`src/rtl/core/alc_pkg.sv`:
```
// shared constants, types and helper functions for the antenna look-angle core
package alc_pkg;

  localparam int DATA_W = 40;
  localparam int KINV_W = 24;
  localparam logic [KINV_W-1:0] KINV = 24'd10188014;
  localparam int EARTH_R = 6371000;
  localparam int MDEG_TURN = 360000;
  localparam int UDEG_TURN = 360000000;
  localparam int MDEG_QUARTER = 90000;

  // microdegree to binary angle: floor((a*2^24 + ANG_BIAS) / ANG_DEN)
  // done as base-256 long division, each digit by reciprocal multiply
  localparam int ANG_DEN_W = 21;
  localparam logic [ANG_DEN_W-1:0] ANG_DEN = 21'd1406250;
  localparam logic [28:0] ANG_BIAS = 29'd703125;
  // ceil(2^50 / ANG_DEN), exact quotient for dividends below 2^29
  localparam logic [29:0] ANG_RECIP = 30'd800639934;

  typedef enum logic [1:0] {
    REG_LAT = 2'd0,
    REG_LON = 2'd1,
    REG_HGT = 2'd2
  } reg_idx_e;

  typedef enum logic {
    CONV_IDLE,
    CONV_BUSY
  } conv_state_e;

  function automatic logic [31:0] atan_entry(input int i);
    logic [31:0] r;
    case (i)
      0: r = 32'd536870912;
      1: r = 32'd316933406;
      2: r = 32'd167458907;
      3: r = 32'd85004756;
      4: r = 32'd42667331;
      5: r = 32'd21354465;
      6: r = 32'd10679838;
      7: r = 32'd5340245;
      8: r = 32'd2670163;
      9: r = 32'd1335087;
      10: r = 32'd667544;
      11: r = 32'd333772;
      12: r = 32'd166886;
      13: r = 32'd83443;
      14: r = 32'd41722;
      15: r = 32'd20861;
      16: r = 32'd10430;
      17: r = 32'd5215;
      18: r = 32'd2608;
      19: r = 32'd1304;
      20: r = 32'd652;
      21: r = 32'd326;
      22: r = 32'd163;
      23: r = 32'd81;
      24: r = 32'd41;
      25: r = 32'd20;
      26: r = 32'd10;
      27: r = 32'd5;
      28: r = 32'd3;
      29: r = 32'd1;
      30: r = 32'd1;
      default: r = 32'd0;
    endcase
    return r;
  endfunction

  // a * KINV, half lsb added, then arithmetic shift right by s
  function automatic logic signed [DATA_W-1:0] mul_kinv(input logic signed [DATA_W-1:0] a,
                                                        input int s);
    logic signed [DATA_W+KINV_W:0] p;
    logic signed [DATA_W+KINV_W:0] half;
    logic signed [DATA_W+KINV_W:0] sh;
    half = '0;
    half[s-1] = 1'b1;
    p = a * $signed({1'b0, KINV});
    sh = (p + half) >>> s;
    return sh[DATA_W-1:0];
  endfunction

  // angle in microdegrees brought into one turn
  function automatic logic [28:0] udeg_reduce(input logic signed [28:0] a);
    logic signed [30:0] t;
    t = 31'(a);
    if (t < 0) t = t + 31'(UDEG_TURN);
    if (t >= 31'(UDEG_TURN)) t = t - 31'(UDEG_TURN);
    return t[28:0];
  endfunction

endpackage

```
`src/rtl/core/alc_angle_conv.sv`:
```
// converts station latitude and longitude into negated binary rotation angles
module alc_angle_conv (
  input  logic        clk_i,
  input  logic        rst_ni,
  input  logic        start_i,
  input  logic [27:0] lat_i,
  input  logic [28:0] lon_i,
  output logic        busy_o,
  output logic [31:0] lat_rot_o,
  output logic [31:0] lon_rot_o
);

  alc_pkg::conv_state_e state_q, state_d;
  logic        phase_q, phase_d;
  logic [2:0]  cnt_q, cnt_d;
  logic [28:0] t_q, t_d;
  logic [8:0]  dig_q, dig_d;
  logic [31:0] acc_q, acc_d;
  logic [31:0] lat_rot_q, lat_rot_d;
  logic [31:0] lon_rot_q, lon_rot_d;
  logic [28:0] lat_red, lon_red, t_cur;
  logic [58:0] prod;
  logic [28:0] rem;
  logic [31:0] acc_nxt;

  assign lat_red = alc_pkg::udeg_reduce({lat_i[27], lat_i});
  assign lon_red = alc_pkg::udeg_reduce(lon_i);

  // cnt: bits [2:1] pick the base-256 digit, bit 0 is multiply then remainder
  assign t_cur   = (cnt_q == 3'd0) ? (phase_q ? lat_red : lon_red) : t_q;
  assign prod    = t_cur * alc_pkg::ANG_RECIP;
  assign rem     = t_q - 29'(dig_q) * 29'(alc_pkg::ANG_DEN);
  assign acc_nxt = ((cnt_q[2:1] == 2'd0) ? 32'd0 : {acc_q[23:0], 8'd0}) + 32'(dig_q);

  always_comb begin
    state_d   = state_q;
    phase_d   = phase_q;
    cnt_d     = cnt_q;
    t_d       = t_q;
    dig_d     = dig_q;
    acc_d     = acc_q;
    lat_rot_d = lat_rot_q;
    lon_rot_d = lon_rot_q;
    case (state_q)
      alc_pkg::CONV_IDLE: begin
      end
      alc_pkg::CONV_BUSY: begin
        cnt_d = cnt_q + 3'd1;
        if (!cnt_q[0]) begin
          t_d   = t_cur;
          dig_d = prod[58:50];
        end else begin
          acc_d = acc_nxt;
          if (cnt_q[2:1] == 2'd3) begin
            if (!phase_q) begin
              lon_rot_d = 32'd0 - acc_nxt;
              phase_d   = 1'b1;
            end else begin
              lat_rot_d = 32'd0 - acc_nxt;
              state_d   = alc_pkg::CONV_IDLE;
            end
          end else if (cnt_q[2:1] == 2'd2) begin
            // rounding half enters with the last digit
            t_d = {rem[20:0], 8'd0} + alc_pkg::ANG_BIAS;
          end else begin
            t_d = {rem[20:0], 8'd0};
          end
        end
      end
      default: state_d = alc_pkg::CONV_IDLE;
    endcase
    // a new write restarts both conversions
    if (start_i) begin
      state_d = alc_pkg::CONV_BUSY;
      phase_d = 1'b0;
      cnt_d   = '0;
    end
  end

  always_ff @(posedge clk_i or negedge rst_ni) begin
    if (!rst_ni) begin
      state_q   <= alc_pkg::CONV_IDLE;
      phase_q   <= 1'b0;
      cnt_q     <= '0;
      lat_rot_q <= '0;
      lon_rot_q <= '0;
    end else begin
      state_q   <= state_d;
      phase_q   <= phase_d;
      cnt_q     <= cnt_d;
      lat_rot_q <= lat_rot_d;
      lon_rot_q <= lon_rot_d;
    end
  end

  always_ff @(posedge clk_i) begin
    t_q   <= t_d;
    dig_q <= dig_d;
    acc_q <= acc_d;
  end

  assign busy_o    = (state_q == alc_pkg::CONV_BUSY);
  assign lat_rot_o = lat_rot_q;
  assign lon_rot_o = lon_rot_q;

endmodule

```
`config.mk`:
```
export PLATFORM = sky130hd
export DESIGN_NAME = alc_angle_conv
export DESIGN_NICKNAME = d
export VERILOG_FILES = /design/src/rtl/core/alc_pkg.sv /design/src/rtl/core/alc_angle_conv.sv
export SDC_FILE = /design/constraint.sdc
export NUM_CORES = 2
export LEC_CHECK = 0
export ABC_AREA = 1
export BUFFER_PORTS_ARGS = -buffer_cell sky130_fd_sc_hd__buf_2
export CORE_MARGIN = 2
export CORE_UTILIZATION = 58
export CTS_BUF_LIST = sky130_fd_sc_hd__clkbuf_16
export DETAILED_ROUTE_END_ITERATION = 7
export GPL_TIMING_DRIVEN = 0
export MAX_ROUTING_LAYER = met4
export PLACE_DENSITY = 0.87
export SLEW_MARGIN = 20
export SYNTH_ARGS = -nofsm -noshare
export SYNTH_HDL_FRONTEND = slang
export SYNTH_SLANG_ARGS = --single-unit
```
`constraint.sdc`:
```
create_clock -name clk_i -period 25 [get_ports clk_i]
set_input_delay 3.75 -clock clk_i [delete_from_list [all_inputs] [get_ports clk_i]]
set_output_delay 3.75 -clock clk_i [all_outputs]
set_load 0.005 [all_outputs]
```
# [Word level (Yosys, flattened, before mapping)]
# Cells that the tools add are included.
[totals] word_cells=60 ff_bits=131 ram_bits=0 mem_bits_ro=0 in_bits=60 memories=0 latch_bits=0
[op_classes] shift=0 reduce_logical=11 addsub=9 muxes=21 n_div=0 order_cmp=4 multipliers=2 n_eq_ne=3 bitwise=2
[op_table] cell="two-way mux 29 bit" n=7
[op_table] cell=">= comparator 31 x 30 -> 1 bit (second input constant)" n=2
[op_table] cell="two-way mux 31 bit" n=2
[op_table] cell="multiplier 29 x 29 -> 58 bit (second input constant)" n=1
[op_table] cell="subtractor 29 bit (second input constant)" n=2
[op_table] cell="adder 32 x 9 -> 32 bit" n=1
[op_table] cell="two-way mux 32 bit" n=1
[op_table] cell="subtractor 1 x 32 -> 32 bit (first input constant)" n=1
[op_table] cell="adder 28 x 30 -> 31 bit (second input constant)" n=1
[op_table] cell="adder 29 x 30 -> 31 bit (second input constant)" n=1
[op_table] cell="adder 29 x 20 -> 29 bit (second input constant)" n=1
[op_table] cell="< comparator 29 x 1 -> 1 bit (second input constant)" n=1
[op_table] cell="< comparator 28 x 1 -> 1 bit (second input constant)" n=1
[op_table] cell="subtractor 21 bit" n=1
[op_table] cell="multiplier 9 x 20 -> 20 bit (second input constant)" n=1
[op_table] cell="two-way mux 1 bit" n=9
[op_table] cell="AND reduction 4 bit" n=2
[op_table] cell="two-way mux 3 bit" n=2
[op_table] cell="AND reduction 2 bit" n=3
[op_table] cell="nonzero test 2 bit" n=3
[op_table] cell="== test 2 bit (second input constant)" n=2
[op_table] cell="adder 3 x 1 -> 3 bit (second input constant)" n=1
[op_table] cell="logical NOT 3 bit" n=1
[op_table] cell="AND reduction 3 bit" n=1
[op_table] cell="other kinds (3)" n=4

# [Depth between registers and ports, before layout]
[logic_depth] word_depth=7 ltp_mapped=57 depth_no_buf=55

# [Least setup slack after synthesis]
# Ideal clock, no wire load.
[synth_path] path_type="input port to flip-flop" start="in lat_i[27]" end="reg dig_q[5] (data pin)" n_path_buf=2 setup_time_ns=0.265 stages=43 t_arrival_ns=12.547 slack_ns=12.188 cell_sequence="buf_4 > xor2_1 > inv_1 > ha_1 > inv_1 > nand2_1 > nand2_1 > nand2_1 > nand3_1 > nand3_1 > a21oi_2 > nand3_2 > nand2_4 > buf_6 > nand2_1 > o211ai_1 > nand2_1 > a21boi_0 > (+7 left out) > fa_1 > inv_1 > fa_1 > fa_1 > inv_1 > fa_1 > inv_1 > ha_1 > nand4_1 > nor3_1 > a21oi_1 > o21a_1 > o21bai_1 > a21oi_1 > nor2_1 > nor2_1 > o21ai_0 > xor2_1"
[synth_via] elab_chain_cells=7 elab_cells_between_ends=9
[synth_rtl] item="start: declaration" line_no="alc_angle_conv.sv:6" rtl="input logic [27:0] lat_i,"
[synth_rtl] item="adder 28 x 30 -> 31 bit / < comparator 28 x 1 -> 1 bit (equally long branches)" line_no="alc_pkg.sv:87" rtl="if (t < 0) t = t + 31'(UDEG_TURN);"
[synth_rtl] item="two-way mux 31 bit (*)" line_no="alc_pkg.sv:87"
[synth_rtl] item="subtractor 29 bit / >= comparator 31 x 30 -> 1 bit (equally long branches)" line_no="alc_pkg.sv:88" rtl="if (t >= 31'(UDEG_TURN)) t = t - 31'(UDEG_TURN);"
[synth_rtl] item="two-way mux 29 bit (*)" line_no="alc_pkg.sv:88"
[synth_rtl] item="two-way mux 29 bit (*) (2 in series)" line_no="alc_angle_conv.sv:30" rtl="assign t_cur = (cnt_q == 3'd0) ? (phase_q ? lat_red : lon_red) : t_q;"
[synth_rtl] item="multiplier 29 x 29 -> 58 bit (*)" line_no="alc_angle_conv.sv:31" rtl="assign prod = t_cur * alc_pkg::ANG_RECIP;"
[synth_rtl] item="net prod[55]" line_no="alc_angle_conv.sv:22" rtl="logic [58:0] prod;"
[synth_rtl] item="end signal: assignment" line_no="alc_angle_conv.sv:98" rtl="dig_q <= dig_d;"
[synth_rtl] item="end: declaration" line_no="alc_angle_conv.sv:17" rtl="logic [8:0] dig_q, dig_d;"
# Mark *: on every way through the listed nets, which the timed path passes. The rest lies on a longest branch.
# A chain may end at the register's enable or synchronous reset.

# [Worst setup path after layout]
[layout_path] start="in lat_i[9]" end="reg dig_q[5] (data pin)"
# The elaborated chain is that of the path after synthesis.

==> Implementation_results.wiki <==
{| class="wikitable"
! Metric !! Value
|-
| Iter 0 DRT Violations || 2495
|-
| Unrepaired setup endpoints after global routing || false
|-
| CP arrival || 13770 ps
|-
| Startpoint-to-endpoint class of the critical path || input pin to register
|-
| Fin Clk Skew || 14.83 ps
|-
| EDFF count, synth || 62
|-
| Pre-Repair DR Iteration Count || 8
|-
| CP required || 25180 ps
|-
| Number of endpoints failing setup at the final stage || 0
|-
| Proportion of layout cells with a drive suffix above 1 || 9.781%
|-
| Number of nets in the layout || 4669
|-
| Total DRC errors in the routed layout || 0
|-
| Critical path fanouts, max || 10
|-
| Residual overflow from global routing || 0
|-
| Commonest cells after routing, fill and taps aside || sky130_fd_sc_hd__inv_1 (790), sky130_fd_sc_hd__nand2_1 (699), sky130_fd_sc_hd__fa_1 (432)
|-
| Post-route cell area || 31900 sq um
|-
| Clock transition at the registers of the reported paths || 60 ps
|-
| Synthesized flop and latch total || 131
|-
| Yosys warnings || 0
|-
| Top-level I/O count || 125
|-
| Area enclosed by the die boundary || 53080 sq um
|-
| Total Routed Length || 85810 microns
|-
| Pin count of the biggest net entering global routing || 49
|-
| Per-instance average area after synthesis || 8.213 sq um
|-
| Main flop type after synthesis || sky130_fd_sc_hd__dfrtp_1
|-
| Syn_nets || 4519
|-
| Mapped Area || 29730 sq um
|-
| Max-slew headroom at the worst pin || 29.75%
|-
| Gr usage total || 34.31%
|-
| Vias/cell || 5.605
|-
| Post-route minimum period || 13590 ps
|-
| Number of post-CTS setup repair buffers || 0
|-
| FF-to-FF path depth || 38
|-
| Number of hold violations in the final report || 0
|-
| Reg-to-reg critical path endpoint || dig_q[5]
|-
| HP Class || register to register
|-
| Max Slew Vio Count || 0
|-
| Effective utilization at floorplan || 59.02%
|-
| Vias in the first global route || 25600
|-
| Count of input and output buffers || 123
|-
| P&R area growth vs syn || 7.310%
|-
| Hold_buf cts || 0
|-
| Ratio of final minimum period to clock period || 54.38%
|-
| Register-to-register path setup slack || 14420 ps
|-
| Detailed-route via count || 24970
|-
| Slowest cell on the critical path || sky130_fd_sc_hd__a21boi_2
|-
| Wirelength per Cell || 19.26 microns
|-
| Launching element type of the critical path || input pin
|-
| Die boundary height || 230.4 microns
|-
| Number of placement rows || 82
|-
| TNS Setup || 0 ps
|-
| CTS-repair resized insts || 0
|-
| Inst Count DP || 4423
|-
| Worst flop-to-flop path startpoint || cnt_q[0]
|-
| Crit-path max cell delay || 820 ps
|-
| Cell area after placement || 31330 sq um
|-
| Achievable clock frequency || 0.07356 GHz
|-
| CTS max path bufs || 2
|-
| Master cell of the clock root buffer || sky130_fd_sc_hd__clkbuf_16
|-
| Worst path most repeated cell || sky130_fd_sc_hd__fa_1
|-
| Critical Path End Type || register
|-
| First-pass GRT wire length || 136300 microns
|-
| CTS Buf Count || 17
|-
| Core footprint || 50380 sq um
|-
| Count of maximum capacitance violations || 0
|-
| Depth of the CTS H-tree || 4
|-
| Die span in x || 230.4 microns
|-
| Critical Path Start || lat_i[9]
|-
| Final weighted congestion of routability-driven global placement || 1.123
|-
| Residual antenna-violating net count after detailed routing || 0
|-
| Actual transition at the worst max-transition pin || 1047 ps
|-
| Number of antenna violations at the first check in global routing || 0
|-
| Fillcell total || 4229
|-
| Critical path endpoint || dig_q[5]
|-
| Clk_lat worst skew || 440 ps
|-
| Run status || complete, no violations
|-
| Hpwl dp || 74250 microns
|-
| Post-Synthesis Cells || 3620
|-
| Clock sink count || 131
|-
| Synth unique cells || 62
|-
| Share of synthesized flip-flops with an asynchronous set or reset || 52.67%
|-
| Sequential area share after synthesis || 12.07%
|-
| Number of non-filler instances in the completed layout || 4455
|-
| Antenna Diode Count || 0
|-
| CTS tree || yes
|-
| Most common library cell in the layout ignoring fill and taps || sky130_fd_sc_hd__inv_1
|}
routing by layer:
layer | vias to the layer above | share of wire [%] | global-route usage [%]
met5 | - | 0 | -
met4 | 0 | 4.3 | 12.78
met3 | 215 | 9.6 | 7.535
met2 | 1203 | 46 | 54.06
met1 | 11970 | 40 | 43.56
li1 | 11580 | - | -
flip-flops by register name (all words and copies together), names as in the netlist:
| signal | flops |
|---|---|
| t_q | 29 |
| acc_q | 24 |
| phase_q | 1 |
| busy_o | 1 |
| dig_q | 9 |
| lon_rot_o | 32 |
| lat_rot_o | 32 |
| cnt_q | 3 |
cells by family after synthesis:
family	Yosys count	synth area share, %
simple gates	1271	19.30
fa+ha+maj	839	46.22
compound gates	368	7.163
buf+inv	873	11.16
xor+xnor	138	4.091
flops	131	12.07
cell usage after synthesis (38+ instances only):
cell type / count / area share (%)
sky130_fd_sc_hd__fa_1: 432 / 29
sky130_fd_sc_hd__xor2_1: 100 / 2.9
sky130_fd_sc_hd__a21oi_1: 130 / 2.2
sky130_fd_sc_hd__nand3_1: 149 / 2.5
sky130_fd_sc_hd__edfxtp_1: 62 / 6.3
sky130_fd_sc_hd__dfrtp_1: 69 / 5.8
sky130_fd_sc_hd__nand4_1: 38 / 0.80
sky130_fd_sc_hd__o21ai_0: 125 / 2.1
sky130_fd_sc_hd__nand2_1: 699 / 8.8
sky130_fd_sc_hd__nor2_1: 207 / 2.6
sky130_fd_sc_hd__nand2_2: 46 / 0.97
sky130_fd_sc_hd__inv_1: 791 / 10
sky130_fd_sc_hd__ha_1: 407 / 17
how the worst min path moves through the flow:
stage	start	endpoint	slack [ps]	cells after the start
6_report	lat_rot_o[9]	lat_rot_o[9]	470	2
5_1_grt	lat_rot_o[26]	lat_rot_o[26]	490	2
4_1_cts	lat_rot_o[9]	lat_rot_o[9]	480	2
3_5_place_dp	lat_rot_o[9]	lat_rot_o[9]	460	2
3_3_place_gp	lat_rot_o[6]	lat_rot_o[6]	460	2
2_1_floorplan	lat_rot_o[1]	lat_rot_o[1]	470	2
final cells by class:
class,instances,area [sq um],share of cell area [%]
Timing Repair Buffer,131,720.7,2.259
Buffer,39,185.2,0.5804
Clock buffer,17,425.4,1.333
Multi-Input combinational cell,2616,22860,71.66
Tap cell,672,840.8,2.635
Clock inverter,15,146.4,0.4589
Inverter,834,3133,9.820
Sequential cell,131,3588,11.25
critical path: cells and delay by family:
family	cells	cell delay, ps
fa+ha+maj	11	5110
xor+xnor	1	170
compound gates	13	2800
simple gates	12	1030
buf+inv	8	920
stage by stage:
stage	hold WS [ps]	setup slack [ps]	utilization, %
floorplan	465.4	12190	-
global placement	456.8	9953	61.91
global route	489.2	10920	63.33
CTS	477.6	11580	63.33
finish	475.0	11410	63.33
detailed placement	461.2	11120	62.20
Power is not shown: default switching activity piles up to over one toggle a cycle in this logic, so the estimate is an artifact.
